`config.mk`:
```
export PLATFORM = sky130hd
export DESIGN_NAME = tpgc_volume
export DESIGN_NICKNAME = d
export VERILOG_FILES = /design/src/tpgc_pkg.sv /design/src/tpgc_volume.sv
export SDC_FILE = /design/constraint.sdc
export NUM_CORES = 1
export LEC_CHECK = 0
export BUFFER_PORTS_ARGS = -buffer_cell sky130_fd_sc_hd__buf_4
export CAP_MARGIN = 20
export CORE_UTILIZATION = 45
export DETAILED_ROUTE_END_ITERATION = 8
export PLACE_DENSITY = 0.6
export SLEW_MARGIN = 20
export SYNTH_ARGS = -nofsm -noshare
export SYNTH_HDL_FRONTEND = slang
export SYNTH_SLANG_ARGS = --single-unit
```
`constraint.sdc`:
```
create_clock -name aclk -period 7.7 [get_ports aclk]
set_clock_uncertainty 0.05 [all_clocks]
set_input_delay 0.77 -clock aclk [delete_from_list [all_inputs] [get_ports aclk]]
set_output_delay 0.77 -clock aclk [all_outputs]
set_load 0.03 [all_outputs]
```
`src/tpgc_pkg.sv`:
```
// Types and constants of the tetrahedron pressure gradient correction unit.
// Used by the lane, volume, top level and checker files; depends on nothing.
package tpgc_pkg;

    localparam int NODES_PER_ELEMENT = 4;
    localparam int NODE_W            = 16;
    localparam int DATA_W            = 32;
    localparam int SUM_W             = 64;
    localparam int VF_W              = 16;
    localparam int V4_W              = 31;
    localparam int FRAC_W            = 16;

    localparam logic [VF_W-1:0] VOLUME_FACTOR_RESET = 16'd2731;
    localparam logic [1:0]      LAST_NODE           = 2'd3;

    localparam logic STATUS_OK      = 1'b0;
    localparam logic STATUS_BAD_VOL = 1'b1;

    // One node of a tetrahedron as it arrives.
    typedef struct packed {
        logic [NODE_W-1:0]        node_index;
        logic signed [DATA_W-1:0] pressure;
        logic signed [DATA_W-1:0] grad_x;
        logic signed [DATA_W-1:0] grad_y;
        logic signed [DATA_W-1:0] grad_z;
        logic signed [DATA_W-1:0] det_jacobian;
        logic                     solid_material;
    } in_item_t;

    // One nodal correction, or the error item of a bad element.
    typedef struct packed {
        logic [NODE_W-1:0]        out_node;
        logic signed [DATA_W-1:0] contrib_x;
        logic signed [DATA_W-1:0] contrib_y;
        logic signed [DATA_W-1:0] contrib_z;
        logic                     status;
        logic                     last;
    } out_item_t;

    // Enables that the sequencer hands to every dimension lane.
    typedef struct packed {
        logic clear;
        logic prod_en;
        logic acc_en;
        logic mag_en;
        logic cmul_en;
        logic csum_en;
    } lane_ctrl_t;

    typedef enum logic [2:0] {
        ST_IDLE,
        ST_ACC,
        ST_VOL,
        ST_CHK,
        ST_CSUM,
        ST_OUT,
        ST_ERR
    } state_t;

endpackage

```
`src/tpgc_volume.sv`:
```
// Quarter element volume from the Jacobian determinant and the volume factor.
// Depends on tpgc_pkg for widths.
module tpgc_volume (
    input  logic                               aclk,
    input  logic                               en,
    input  logic signed [tpgc_pkg::DATA_W-1:0] det_jacobian,
    input  logic [tpgc_pkg::VF_W-1:0]          volume_factor,
    output logic [tpgc_pkg::V4_W-1:0]          v4
);
    import tpgc_pkg::*;

    logic [V4_W+VF_W-1:0] vprod;
    logic                 positive;
    logic [V4_W-1:0]      v4_reg;

    // A non-positive determinant gives a zero volume, which the sequencer reports.
    always_comb begin
        positive = !det_jacobian[DATA_W-1] && (det_jacobian != '0);
        vprod    = det_jacobian[V4_W-1:0] * volume_factor;
    end

    always_ff @(posedge aclk) begin
        if (en) begin
            v4_reg <= positive ? vprod[V4_W+VF_W-1:FRAC_W] : '0;
        end
    end

    assign v4 = v4_reg;

endmodule

```
==> results of run 1 <==
-- through the flow --
stage | hold slack [ps] | utilization
final | 877 | 0.483
after global routing | 891 | 0.483
after CTS | 874 | 0.483
after detailed placement | 1160 | 0.479
after global placement | 1160 | 0.479
after floorplan | 832 | -
-- cells by family after synthesis --
logic type,count (synthesis),share of synthesized area
simple gates,628,0.182
flops,31,0.0560
fa+ha+maj,519,0.573
mux,6,0.00361
compound gates,131,0.0556
xor+xnor,23,0.0121
buf+inv,519,0.118
-- cells in the mapped netlist, types with 3 or more instances --
library cell	instances
a211o_1	3
a211oi_1	4
a21o_1	17
a21oi_1	38
a31o_2	3
a31oi_1	6
and2_1	212
and3_1	8
buf_2	4
clkbuf_1	85
edfxtp_1	31
fa_1	403
ha_1	116
inv_1	430
mux2i_1	6
nand2_1	324
nand3_1	6
nand4_1	15
nor2_1	32
nor3_1	10
nor4_1	8
o211ai_1	3
o21a_1	8
o21ai_0	13
o21bai_1	9
or2_2	3
or3_1	4
xnor2_1	17
xor2_1	6
-- routing by layer --
layer  GRT usage  routed length, µm  up-vias
li1            -                  -     5478
met1       0.316              17800     6462
met2       0.421              22200      360
met3      0.0238               2200       71
met4      0.0664               1290        2
met5           0                 15        -
-- cell type report --
class,count,area (µm²),share of cell area
timing repair buffer,80,601,0.0341
sequential,31,931,0.0529
clock inverter,1,5.00,0.000284
inverter,430,1610,0.0917
multi-input combinational,1307,13700,0.780
clock buffer,7,133,0.00754
tap,468,586,0.0333
-- critical path: cells and delay by family --
kind | cells | cell delay [ps]
adders and majority gates | 7 | 3540
and+or+nand+nor | 4 | 1030
AOI/OAI and AO/OA | 4 | 580
buffers and inverters | 4 | 520
muxes | 1 | 150
-- worst paths after layout --
path | startpoint | end | slack, ps | depth (start not counted)
min | det_jacobian[31] | v4[25]$_SDFFCE_PN0P_ | 880 | 3
max | volume_factor[7] | v4[30]$_SDFFCE_PN0P_ | 1030 | 20
-- cell usage in the layout, fill, tap and decap left out, types with 8 or more instances in the layout --
cell type  count
o21ai_0       13
ha_1         116
edfxtp_1      31
nand4_1       15
nor3_1        10
buf_4         80
nand2_1      324
fa_1         403
o21bai_1       9
nor4_1         8
inv_1        430
xnor2_1       17
a21o_1        17
and2_1       212
o21a_1         8
and3_1         8
a21oi_1       38
nor2_1        32
==> results.json, run 1 <==
{
  "maxClockFrequency_mhz": 150,
  "tns_ps": 0,
  "grt_pass1_vias": 13200,
  "ant_nets": 0,
  "grt_max_degree": 32,
  "largest_register_ffs": 31,
  "syn_nets": 2426,
  "route.detailed.drc": 0,
  "hold_path.class": "in -> reg",
  "synth_cell_types": 56,
  "ys_ff_latch": 31,
  "yosysSeqAreaShare": 0.0560,
  "syn_area_per_cell_um2": 8.95,
  "finalHoldViolCount": 0,
  "crit_type": "in -> reg",
  "design_area_um2": 17600,
  "die_w_um": 194,
  "slew_viol_final": 0,
  "setup_ws_ps": 1030,
  "numClockSinks": 31,
  "dieArea_um2": 37700,
  "synth_edf_count": 31,
  "critical_path.max_stage_delay_ps": 620,
  "area_growth_pct": 5.93,
  "gp_congestion": 0.855,
  "vias_per_cell": 5.32,
  "core.rowCount": 70,
  "cts_htree_levels": 2,
  "overflow": 0,
  "worst_pin_slew_ps": 706,
  "root_buffer": "clkbuf_16",
  "yosys.area.top_type": "fa_1",
  "first_pass_iters": 5,
  "fin_crit_ps": 6670,
  "netlist_area_um2": 16600,
  "synthTopCellsByArea": "fa_1 49%, inv_1 9.7%, ha_1 8.7%",
  "grtUsageTotal": 0.240,
  "drt-initial-drc-count": 626,
  "dp.cells": 2316,
  "synth_top_cell_area_share": 0.486,
  "rsz0062_at_grt": "false",
  "postCtsResizedCells": 0,
  "cts_buffers": 5,
  "async_flop_share": 0,
  "postCtsSetupRepairBufs": 0,
  "portBuffers": 80,
  "tritoncts": "yes",
  "fin_cells": 2324,
  "critPathMaxFanout": 31,
  "dpl.hpwl_um": 33200,
  "cp.arrival_ps": 6630,
  "nNetsFinal": 2424,
  "max-cap-violations": 0,
  "io_pins": 81,
  "end_kind": "register",
  "finalCritPeriodShare": 0.866,
  "n_fill_cell": 3581,
  "grt_antenna_before_repair": 2,
  "start_util": 0.456,
  "placed_area_um2": 17500,
  "crit_top_cell": "fa_1",
  "clockBufferDepth": 2,
  "path_cells": "buf_4 -> nand2_1 -> fa_1 -> inv_1 -> fa_1 -> fa_1 -> fa_1 -> fa_1 -> inv_1 -> fa_1 -> inv_1 -> ha_1 -> nand4_1 -> nor3_1 -> a211o_1 -> a21oi_1 -> a21boi_2 -> nor2_2 -> a31oi_1 -> mux2i_1",
  "slew-limit-headroom": 0.525,
  "post-place-ws_ps": 784,
  "antenna_cells": 0,
  "synthCells": 1857,
  "setup-violations-final": 0,
  "coreArea_um2": 36400,
  "yosysWarnings": 0,
  "status": "completed",
  "start_kind": "primary input",
  "chipHeight_um": 194,
  "post_drt_wl_per_cell_um": 18.7,
  "totalWireLength_um": 43500,
  "grt_pass1_wl_um": 70500,
  "drive_above_1_share": 0.0560,
  "ys.flop_type": "edfxtp_1",
  "hold_buffers": 0,
  "worst_path_max_delay_cell": "fa_1",
  "vias": 12400,
  "clkTransAtPathRegs_ps": 50,
  "cp.required_ps": 7660
}
Power of run 1 is not shown: default switching activity piles up to over one toggle a cycle in this logic, so the estimate is an artifact.
==> run 2: changes to the inputs <==
--- a/config.mk
+++ b/config.mk
@@ -8,6 +8,7 @@
 export BUFFER_PORTS_ARGS = -buffer_cell sky130_fd_sc_hd__buf_4
 export CAP_MARGIN = 20
 export CORE_UTILIZATION = 45
+export CTS_BUF_LIST = sky130_fd_sc_hd__clkbuf_4 sky130_fd_sc_hd__clkbuf_8
 export DETAILED_ROUTE_END_ITERATION = 8
 export PLACE_DENSITY = 0.6
 export SLEW_MARGIN = 20
==> results.json, run 2 (synthesis gave the netlist of run 1 again) <==
{
  "status": "completed",
  "nNetsFinal": 2424,
  "drive_above_1_share": 0.0571,
  "coreArea_um2": 36400,
  "path_cells": "buf_4 -> nand2_1 -> fa_1 -> inv_1 -> fa_1 -> fa_1 -> fa_1 -> fa_1 -> inv_1 -> fa_1 -> inv_1 -> ha_1 -> nand4_1 -> nor3_1 -> a211o_1 -> a21oi_1 -> a21boi_2 -> nor2_2 -> a31oi_1 -> mux2i_1",
  "io_pins": 81,
  "hold_path.class": "in -> reg",
  "die_w_um": 194,
  "n_fill_cell": 3588,
  "first_pass_iters": 5,
  "final_cell_mix": "430 x inv_1, 403 x fa_1, 324 x nand2_1",
  "multi_input_area_um2": 13700,
  "ant_nets": 0,
  "crit_type": "in -> reg",
  "cp.required_ps": 7680,
  "finalCritPeriodShare": 0.864,
  "maxClockFrequency_mhz": 150,
  "worst_path_max_delay_cell": "fa_1",
  "rsz0062_at_grt": "false",
  "fin_crit_ps": 6650,
  "crit_top_cell": "fa_1",
  "critical_path.max_stage_delay_ps": 620,
  "setup-violations-final": 0,
  "grtUsageTotal": 0.240,
  "path_delay_family": "adder cells",
  "fin_cells": 2324,
  "root_buffer": "clkbuf_8",
  "slew-limit-headroom": 0.524,
  "worst_pin_slew_ps": 707,
  "tritoncts": "yes",
  "area_growth_pct": 5.63,
  "post-place-ws_ps": 784,
  "clkTransAtPathRegs_ps": 60,
  "cts_buffers": 5,
  "max-cap-violations": 0,
  "grt_pass1_vias": 13200,
  "final_common_cell": "inv_1",
  "vias_per_cell": 5.35,
  "slew_viol_final": 0,
  "critPathMaxFanout": 31,
  "hold_start": "det_jacobian[31]",
  "largest_register_ffs": 31,
  "hold_depth": 3,
  "numClockSinks": 31,
  "overflow": 0,
  "start_kind": "primary input",
  "postCtsSetupRepairBufs": 0,
  "vias": 12400,
  "dieArea_um2": 37700,
  "hold_buffers": 0,
  "grt_pass1_wl_um": 70500,
  "seq_area_um2": 931,
  "grt_antenna_before_repair": 2,
  "setup_ws_ps": 1050,
  "drt-initial-drc-count": 661,
  "portBuffers": 80,
  "placed_area_um2": 17500,
  "grt_max_degree": 32,
  "post_drt_wl_per_cell_um": 18.7,
  "start_util": 0.456,
  "postCtsResizedCells": 0,
  "gp_congestion": 0.855,
  "end_kind": "register",
  "core.rowCount": 70,
  "dp.cells": 2316,
  "totalWireLength_um": 43500,
  "route.detailed.drc": 0,
  "tns_ps": 0,
  "critPathBufInv": 4,
  "whs_endpoint": "v4[25]$_SDFFCE_PN0P_",
  "cp.arrival_ps": 6630,
  "cts_htree_levels": 2,
  "clockBufferDepth": 2,
  "antenna_cells": 0,
  "design_area_um2": 17600,
  "chipHeight_um": 194,
  "dpl.hpwl_um": 33200,
  "finalHoldViolCount": 0
}
## run 2: through the flow
step | utilization | hold slack, ps
global placement | 0.479 | 1160
global route | 0.482 | 870
CTS | 0.482 | 854
floorplan | - | 832
finish | 0.482 | 863
detailed placement | 0.479 | 1160
## run 2: layer usage
| metal | vias up | share of wire | track usage | routed length (µm) |
|---|---|---|---|---|
| met5 | - | 0.00035 | 0 | 15 |
| met4 | 2 | 0.030 | 0.0664 | 1290 |
| met3 | 74 | 0.050 | 0.0233 | 2160 |
| met2 | 348 | 0.51 | 0.422 | 22200 |
| met1 | 6534 | 0.41 | 0.316 | 17800 |
| li1 | 5474 | - | - | - |
## run 2: worst max-delay path by stage
stage,startpoint,end,slack (ps),cells after the start
final,volume_factor[7],v4[30]$_SDFFCE_PN0P_,1050,20
after global routing,volume_factor[7],v4[30]$_SDFFCE_PN0P_,720,20
after CTS,volume_factor[1],v4[17]$_SDFFCE_PN0P_,1090,20
after detailed placement,volume_factor[10],v4[15]$_SDFFCE_PN0P_,780,20
after global placement,volume_factor[1],v4[29]$_SDFFCE_PN0P_,820,20
after floorplan,det_jacobian[28],v4[30]$_SDFFCE_PN0P_,1420,23
## run 2: layout make-up
class	instances	area share
Clock buffer	7	0.00478
Clock inverter	1	0.000285
Inverter	430	0.0920
Multi-Input combinational cell	1307	0.782
Sequential cell	31	0.0530
Tap cell	468	0.0334
Timing Repair Buffer	80	0.0342
Power of run 2 is left out for the same reason.
